[config.mk]
export PLATFORM = sky130hd
export DESIGN_NAME = fixed_block_allocator_top
export DESIGN_NICKNAME = d
export VERILOG_FILES = /design/src/rtl/fba_pkg.sv /design/src/rtl/fba_link_ram.sv /design/src/rtl/fba_offset.sv /design/src/rtl/fixed_block_allocator_top.sv
export SDC_FILE = /design/constraint.sdc
export NUM_CORES = 2
export LEC_CHECK = 0
export BUFFER_PORTS_ARGS = -buffer_cell sky130_fd_sc_hd__buf_4
export CAP_MARGIN = 20
export CORE_ASPECT_RATIO = 1.2
export CORE_MARGIN = 2
export CORE_UTILIZATION = 55
export DETAILED_ROUTE_END_ITERATION = 8
export PLACE_DENSITY = 0.77
export SYNTH_ARGS = -nofsm -noshare
export SYNTH_HDL_FRONTEND = slang
export SYNTH_HIERARCHICAL = 1
export SYNTH_SLANG_ARGS = --single-unit
[constraint.sdc]
create_clock -name i_clk -period 9 [get_ports i_clk]
set_input_delay 0.9 -clock i_clk [delete_from_list [all_inputs] [get_ports i_clk]]
set_output_delay 0.9 -clock i_clk [all_outputs]
set_load 0.1 [all_outputs]
[src/rtl/fba_pkg.sv]
// shared constants, types and codes for the fixed block allocator
package fba_pkg;

    localparam int MAX_BLOCKS   = 256;
    localparam int INDEX_W      = 8;
    localparam int LINK_ADDR_W  = $clog2(MAX_BLOCKS);
    localparam int HEAD_W       = LINK_ADDR_W + 1;
    localparam int BSIZE_W      = 13;
    localparam int CAP_W        = 9;
    localparam int OFFSET_W     = 20;
    localparam int REQ_W        = 2;
    localparam int CFG_IDX_W    = 2;
    localparam int CFG_DATA_W   = 13;
    localparam int POOL_LIMIT   = (MAX_BLOCKS < 256) ? MAX_BLOCKS : 256;

    localparam logic [BSIZE_W-1:0] BSIZE_RST = BSIZE_W'(64);
    localparam logic [CAP_W-1:0]   CAP_RST   = CAP_W'(256);
    localparam logic [HEAD_W-1:0]  HEAD_EMPTY = HEAD_W'(MAX_BLOCKS);

    // request codes
    localparam logic [REQ_W-1:0] REQ_ALLOC = 2'd0;
    localparam logic [REQ_W-1:0] REQ_FREE  = 2'd1;
    localparam logic [REQ_W-1:0] REQ_RESET = 2'd2;

    // configuration register indexes
    localparam logic [CFG_IDX_W-1:0] CFG_BLK_BYTES = 2'd0;
    localparam logic [CFG_IDX_W-1:0] CFG_CAPACITY  = 2'd1;

    typedef logic [HEAD_W-1:0] t_head;

    // decided result handed to the offset stage
    typedef struct packed {
        logic               valid;
        logic [INDEX_W-1:0] index;
        logic               status;
    } t_result;

endpackage

[src/rtl/fba_link_ram.sv]
// single write, single read port link memory with registered read data
module fba_link_ram #(
    parameter int DEPTH = 256,
    parameter int WIDTH = 9
) (
    input  logic                     i_clk,
    input  logic                     i_we,
    input  logic [$clog2(DEPTH)-1:0] i_waddr,
    input  logic [WIDTH-1:0]         i_wdata,
    input  logic                     i_re,
    input  logic [$clog2(DEPTH)-1:0] i_raddr,
    output logic [WIDTH-1:0]         o_rdata
);

    logic [WIDTH-1:0] r_mem [DEPTH];
    logic [WIDTH-1:0] r_rdata;

    always_ff @(posedge i_clk) begin
        if (i_we) begin
            r_mem[i_waddr] <= i_wdata;
        end
    end

    always_ff @(posedge i_clk) begin
        if (i_re) begin
            r_rdata <= r_mem[i_raddr];
        end
    end

    assign o_rdata = r_rdata;

endmodule

[src/rtl/fba_offset.sv]
// result register stage: forms the byte offset and drives the result strobe
module fba_offset (
    input  logic                        i_clk,
    input  logic                        i_rst_n,
    input  fba_pkg::t_result            i_res,
    input  logic [fba_pkg::BSIZE_W-1:0] i_blk_bytes,
    output logic                        o_strobe,
    output logic [fba_pkg::INDEX_W-1:0] o_block_index,
    output logic [fba_pkg::OFFSET_W-1:0] o_block_offset,
    output logic                        o_status
);
    import fba_pkg::*;

    localparam int PROD_W = INDEX_W + BSIZE_W;

    logic                r_strobe;
    logic [INDEX_W-1:0]  r_index;
    logic [OFFSET_W-1:0] r_offset;
    logic                r_status;
    logic [PROD_W-1:0]   n_prod;

    assign n_prod = PROD_W'(i_res.index) * PROD_W'(i_blk_bytes);

    always_ff @(posedge i_clk) begin
        if (!i_rst_n) begin
            r_strobe <= 1'b0;
        end else begin
            r_strobe <= i_res.valid;
        end
    end

    always_ff @(posedge i_clk) begin
        if (i_res.valid) begin
            r_index  <= i_res.index;
            r_offset <= n_prod[OFFSET_W-1:0];
            r_status <= i_res.status;
        end
    end

    assign o_strobe       = r_strobe;
    assign o_block_index  = r_index;
    assign o_block_offset = r_offset;
    assign o_status       = r_status;

endmodule

[src/rtl/fixed_block_allocator_top.sv]
// fixed block allocator: free list head, bump counter and link memory control
// a transaction accepted in ST_IDLE is decided in ST_EXEC and its result is registered
//   in the offset stage, which drives o_strobe; one result per request
// a new request is taken only in ST_IDLE, since a pop needs the link memory read
//   before the new head is known; busy is high while in ST_EXEC
// the receiver cannot stall; results are strobed for exactly one cycle
// reset (i_rst_n low, synchronous): empty free list, bump count zero,
//   block bytes 64, capacity 256; link memory contents are not cleared
module fixed_block_allocator_top (
    input  logic                           i_clk,
    input  logic                           i_rst_n,
    input  logic                           start,
    output logic                           busy,
    input  logic [fba_pkg::REQ_W-1:0]      i_req_type,
    input  logic [fba_pkg::INDEX_W-1:0]    i_free_index,
    output logic                           o_strobe,
    output logic [fba_pkg::INDEX_W-1:0]    o_block_index,
    output logic [fba_pkg::OFFSET_W-1:0]   o_block_offset,
    output logic                           o_status,
    input  logic                           i_cfg_valid,
    output logic                           o_cfg_ready,
    input  logic [fba_pkg::CFG_IDX_W-1:0]  i_cfg_index,
    input  logic [fba_pkg::CFG_DATA_W-1:0] i_cfg_data
);
    import fba_pkg::*;

    localparam logic ST_IDLE = 1'b0;
    localparam logic ST_EXEC = 1'b1;

    logic               r_state;
    logic               n_state;
    t_head              r_head;
    t_head              n_head;
    logic [CAP_W-1:0]   r_bump;
    logic [CAP_W-1:0]   n_bump;
    logic [REQ_W-1:0]   r_req;
    logic [INDEX_W-1:0] r_fidx;
    logic [BSIZE_W-1:0] r_blk_bytes;
    logic [CAP_W-1:0]   r_capacity;
    logic [CAP_W-1:0]   usable;
    logic               accept;
    logic               cfg_we;
    logic               link_we;
    t_head              link_rdata;
    t_result            res;

    assign accept      = start && (r_state == ST_IDLE);
    assign busy        = (r_state == ST_EXEC);
    assign o_cfg_ready = 1'b1;
    assign cfg_we      = i_cfg_valid && o_cfg_ready;

    assign usable = (r_capacity > CAP_W'(POOL_LIMIT)) ? CAP_W'(POOL_LIMIT) : r_capacity;

    fba_link_ram #(
        .DEPTH (MAX_BLOCKS),
        .WIDTH (HEAD_W)
    ) u_link_ram (
        .i_clk   (i_clk),
        .i_we    (link_we),
        .i_waddr (r_fidx[LINK_ADDR_W-1:0]),
        .i_wdata (r_head),
        .i_re    (accept),
        .i_raddr (r_head[LINK_ADDR_W-1:0]),
        .o_rdata (link_rdata)
    );

    // decide the request in the cycle after it is taken, link word now readable
    always_comb begin
        n_state    = r_state;
        n_head     = r_head;
        n_bump     = r_bump;
        link_we    = 1'b0;
        res.valid  = 1'b0;
        res.index  = '0;
        res.status = 1'b0;
        case (r_state)
            ST_IDLE: begin
                if (accept) begin
                    n_state = ST_EXEC;
                end
            end
            ST_EXEC: begin
                n_state   = ST_IDLE;
                res.valid = 1'b1;
                case (r_req)
                    REQ_ALLOC: begin
                        if (r_head < HEAD_EMPTY) begin
                            res.index = r_head[INDEX_W-1:0];
                            n_head    = (link_rdata > HEAD_EMPTY) ? HEAD_EMPTY : link_rdata;
                        end else if (r_bump < usable) begin
                            res.index = r_bump[INDEX_W-1:0];
                            n_bump    = r_bump + CAP_W'(1);
                        end else begin
                            res.status = 1'b1;
                        end
                    end
                    REQ_FREE: begin
                        res.index = r_fidx;
                        if (HEAD_W'(r_fidx) < HEAD_EMPTY) begin
                            link_we = 1'b1;
                            n_head  = HEAD_W'(r_fidx);
                        end
                    end
                    REQ_RESET: begin
                        n_head = HEAD_EMPTY;
                        n_bump = '0;
                    end
                    default: begin
                    end
                endcase
            end
            default: begin
                n_state = ST_IDLE;
            end
        endcase
    end

    always_ff @(posedge i_clk) begin
        if (!i_rst_n) begin
            r_state     <= ST_IDLE;
            r_head      <= HEAD_EMPTY;
            r_bump      <= '0;
            r_blk_bytes <= BSIZE_RST;
            r_capacity  <= CAP_RST;
        end else begin
            r_state <= n_state;
            r_head  <= n_head;
            r_bump  <= n_bump;
            if (cfg_we) begin
                case (i_cfg_index)
                    CFG_BLK_BYTES: r_blk_bytes <= i_cfg_data[BSIZE_W-1:0];
                    CFG_CAPACITY:  r_capacity  <= i_cfg_data[CAP_W-1:0];
                    default: begin
                    end
                endcase
            end
        end
    end

    always_ff @(posedge i_clk) begin
        if (accept) begin
            r_req  <= i_req_type;
            r_fidx <= i_free_index;
        end
    end

    fba_offset u_offset (
        .i_clk          (i_clk),
        .i_rst_n        (i_rst_n),
        .i_res          (res),
        .i_blk_bytes    (r_blk_bytes),
        .o_strobe       (o_strobe),
        .o_block_index  (o_block_index),
        .o_block_offset (o_block_offset),
        .o_status       (o_status)
    );

endmodule

==> key figures <==
Status
  • Status: complete, no violations

Timing
  • Final min period: 7.01 ns
  • Final clock skew: 0.0319 ns
  • Final WS setup: ~2 ns
  • Fin crit share: 77.9%
  • Fin. Hold Viols: 0
  • Hold slack: 0.223 ns
  • Rel. slew slack: 20.5%
  • Peak Freq: 0.143 GHz
  • Setup total negative slack: 0 ns
  • Final count of pins violating max slew: 0
  • Worst-margin pin slew: 1.18 ns
  • Final setup fails: 0
  • Unrepaired setup endpoints after global routing: no

Clock network
  • H-tree depth: 4
  • CTS root buffer: clkbuf_16
  • Clock Latency Late Sink: approximately 0.86 ns
  • # clock sinks: ~2400
  • Post-CTS Resized: 0
  • Postcts setup bufs: 0
  • Max clock buf depth: 3
  • Number of buffers created by CTS: 212
  • Clock slew at reported path FFs: around 0.070 ns
  • CTS tree: done
  • Hold Buf Count CTS: 0

Setup path
  • Flop-to-flop setup slack: about 2.0 ns
  • CP Data Required Time: approximately 9.6 ns
  • Critical Path Start Type: register
  • Worst r2r src: r_capacity[8]
  • Setup crit start: r_capacity[8]
  • Reg-to-reg endpoint: u_offset/o_block_offset[14]
  • CP max FO: 14
  • WP data arrival: 7.61 ns
  • Worst Path Class, Setup: register to register
  • Crit end category: register
  • R2R cell count: 23
  • Setup crit end: u_offset/o_block_offset[14]

Global routing
  • Total grt overflow: 0
  • Total GRT Usage: 25.6%
  • Largest net degree at the start of global routing: 190
  • Vias in the first global route: 49100
  • Antenna violations before repair: 2
  • Global-route wire length before repair: 331000 um

Final layout
  • Synth-to-layout area growth: 9.93%
  • Share of layout cells above drive strength 1: about a fifth
  • Commonest non-fill, non-tap cell in the layout: edfxtp_1
  • # nets final: 5151
  • Final core occ: 60.9%
  • Most frequent cells in the layout: 2352 x edfxtp_1, 467 x mux4_2, 342 x nor2_1, 216 x clkbuf_16, 186 x mux2i_1
  • Fillers: 11600

Pwr
  • Max VDD drop: 198 uV
  • Internal: 17500 uW
  • Pleak: ~0.033 uW
  • Logic pwr share: 4.6%
  • Flop pwr share: 55.5%
  • Clock power frac: about two fifths
  • Net switching power: 4720 uW
  • PwrDens: 211 nW/um2
  • Switching share of power: 21.3%
  • Tot Pwr: 22200 uW

Synth
  • Ys async rst share: 0%
  • Top_reg_cell synth: edfxtp_1
  • Post-synthesis cell type count: 77
  • EDFF count, synth: 2352
  • Register bit total from synthesis: between 2000 and 2500
  • Synthesis Warnings: 6
  • Post-Syn Instances: about 4900
  • Post-Synthesis Cell Area: 95900 um2
  • Average cell area after synthesis: a little under 20 um2
  • Post-Syn Nets: roughly 5100
  • Sequential fraction of the synthesis area: 74.5%

Floorplanning
  • Chip height: 461 um
  • Rows: approximately 170
  • IO Pins: 61
  • Core Box Area: 173000 um2
  • Starting Density: 55.4%
  • Chip width: 385 um
  • Die ar.: 178000 um2

Drt
  • Post-route ant nets: 0
  • Routed WL per cell: 30.4 um
  • Detailed-route wire length: 227000 um
  • DR iter-0 viols: 7023
  • Via Count: around 50000
  • First-pass DRT Iterations: 7
  • Via density: 6.64
  • DR DRC count: 0

Placed design
  • PortBufs: 59
  • Setup WS pre-CTS: between 2 and 2.5 ns
  • Dpl hpwl: 136000 um
  • Gpl congestion: 0.902

Worst hold path
  • Worst min-delay path class: primary input to register

Flow run
  • Max cap viols: 0
## state kept, by name (all words and copies together) (netlist names)
signal,count
u_offset/o_block_index,8
u_offset/o_block_offset,20
r_blk_bytes,13
busy,1
u_offset/o_status,1
r_head,9
u_link_ram/r_mem,2304
r_capacity,9
r_req,2
r_bump,9
r_fidx,8
u_link_ram/o_rdata,9
u_offset/o_strobe,1
## cell type report
| cell class | instances | area [um2] | share of cell area (%) |
|---|---|---|---|
| clock inverter | 126 | 1190 | 1.12 |
| timing repair buffer | 167 | 1460 | 1.38 |
| multi-input combinational | 2149 | 22500 | 21.4 |
| antenna | 2 | 5.00 | 0.00475 |
| tap | 2281 | 2850 | 2.71 |
| clock buffer | 265 | 5600 | 5.31 |
| sequential | 2394 | 71500 | 67.8 |
| inverter | 82 | 308 | 0.292 |
## Yosys cell counts (all sizes together), types with 13 or more instances
library cell | count | area share [%]
edfxtp | 2352 | 74
nand2b | 13 | 0.085
mux4 | 476 | 11
nor3b | 13 | 0.11
a221oi | 13 | 0.13
nand2 | 114 | 0.45
inv | 80 | 0.31
nor4 | 29 | 0.19
o221ai | 37 | 0.35
o21ai | 53 | 0.28
nor2 | 344 | 1.3
nor3 | 23 | 0.12
mux2 | 22 | 0.26
and2 | 88 | 0.57
nor2b | 31 | 0.20
clkbuf | 137 | 0.54
a211oi | 39 | 0.32
buf | 147 | 1.2
dfxtp | 42 | 0.88
fa | 65 | 1.4
mux2i | 186 | 1.9
nand4 | 14 | 0.091
a21oi | 129 | 0.68
o22ai | 66 | 0.43
xnor2 | 13 | 0.12
a31oi | 22 | 0.14
nand3 | 39 | 0.20
a22oi | 174 | 1.4
ha | 51 | 0.67
## logic make-up after synthesis
group | Yosys count | synth area share [%]
compound gates | 592 | 4.23
xor+xnor | 19 | 0.173
fa+ha+maj | 116 | 2.02
buf+inv | 366 | 2.06
flops | 2394 | 74.5
mux | 684 | 13.4
other cells | 1 | 0.00391
simple gates | 737 | 3.60
## worst min path at each step
stage / start / end / slack (ns) / cells after the start
2_1_floorplan: r_capacity[0] / r_capacity[0] / 0.45 / 2
3_3_place_gp: r_capacity[0] / r_capacity[0] / 0.48 / 2
3_5_place_dp: r_capacity[0] / r_capacity[0] / 0.49 / 2
4_1_cts: i_free_index[0] / r_fidx[0] / 0.17 / 1
5_1_grt: i_free_index[1] / r_fidx[1] / 0.19 / 1
6_report: i_free_index[5] / r_fidx[5] / 0.22 / 1
## critical path: stages, from the launching register on
cell and delay, ns:
dfxtp_1 0.36, clkinv_1 0.25, nand2_1 0.16, ha_1 0.26, a211oi_2 0.22, o221ai_2 0.19, a211oi_2 0.50, a222oi_1 0.16
nor2_1 0.86, nand2_1 0.19, fa_1 0.56, fa_1 0.55, inv_1 0.05, fa_1 0.48, inv_1 0.05, fa_1 0.47
inv_1 0.04, ha_1 0.34, a21oi_1 0.21, o21ai_0 0.13, a21oi_2 0.25, o21ai_1 0.15, a31oi_1 0.24, xnor2_1 0.09
## power by group through the flow
| stage | Combinational, uW | Sequential [uW] | Clock (uW) |
|---|---|---|---|
| floorplan | 583 | 12700 | 0 |
| global placement | 982 | 12600 | 0 |
| detailed placement | 1000 | 12600 | 0 |
| CTS | 1010 | 12300 | 8970 |
| global route | 1060 | 12300 | 9370 |
| finish | 1020 | 12300 | 8870 |
## through the flow
step,area [um2],std cells
2_1_floorplan,95900,4909
3_3_place_gp,98400,7053
3_5_place_dp,98600,7066
4_1_cts,105000,7457
5_1_grt,105000,7465
6_report,105000,7466
## routing by layer
metal  part of all wire, %  vias up  GRT usage, %
met4                   4.9        4          11.5
met2                    49     3107          41.4
met1                    36    25800          34.0
met5                 0.051        -             0
met3                   9.6      507          5.22
li1                      -    20200             -
Power figures use the tool's default switching activity.
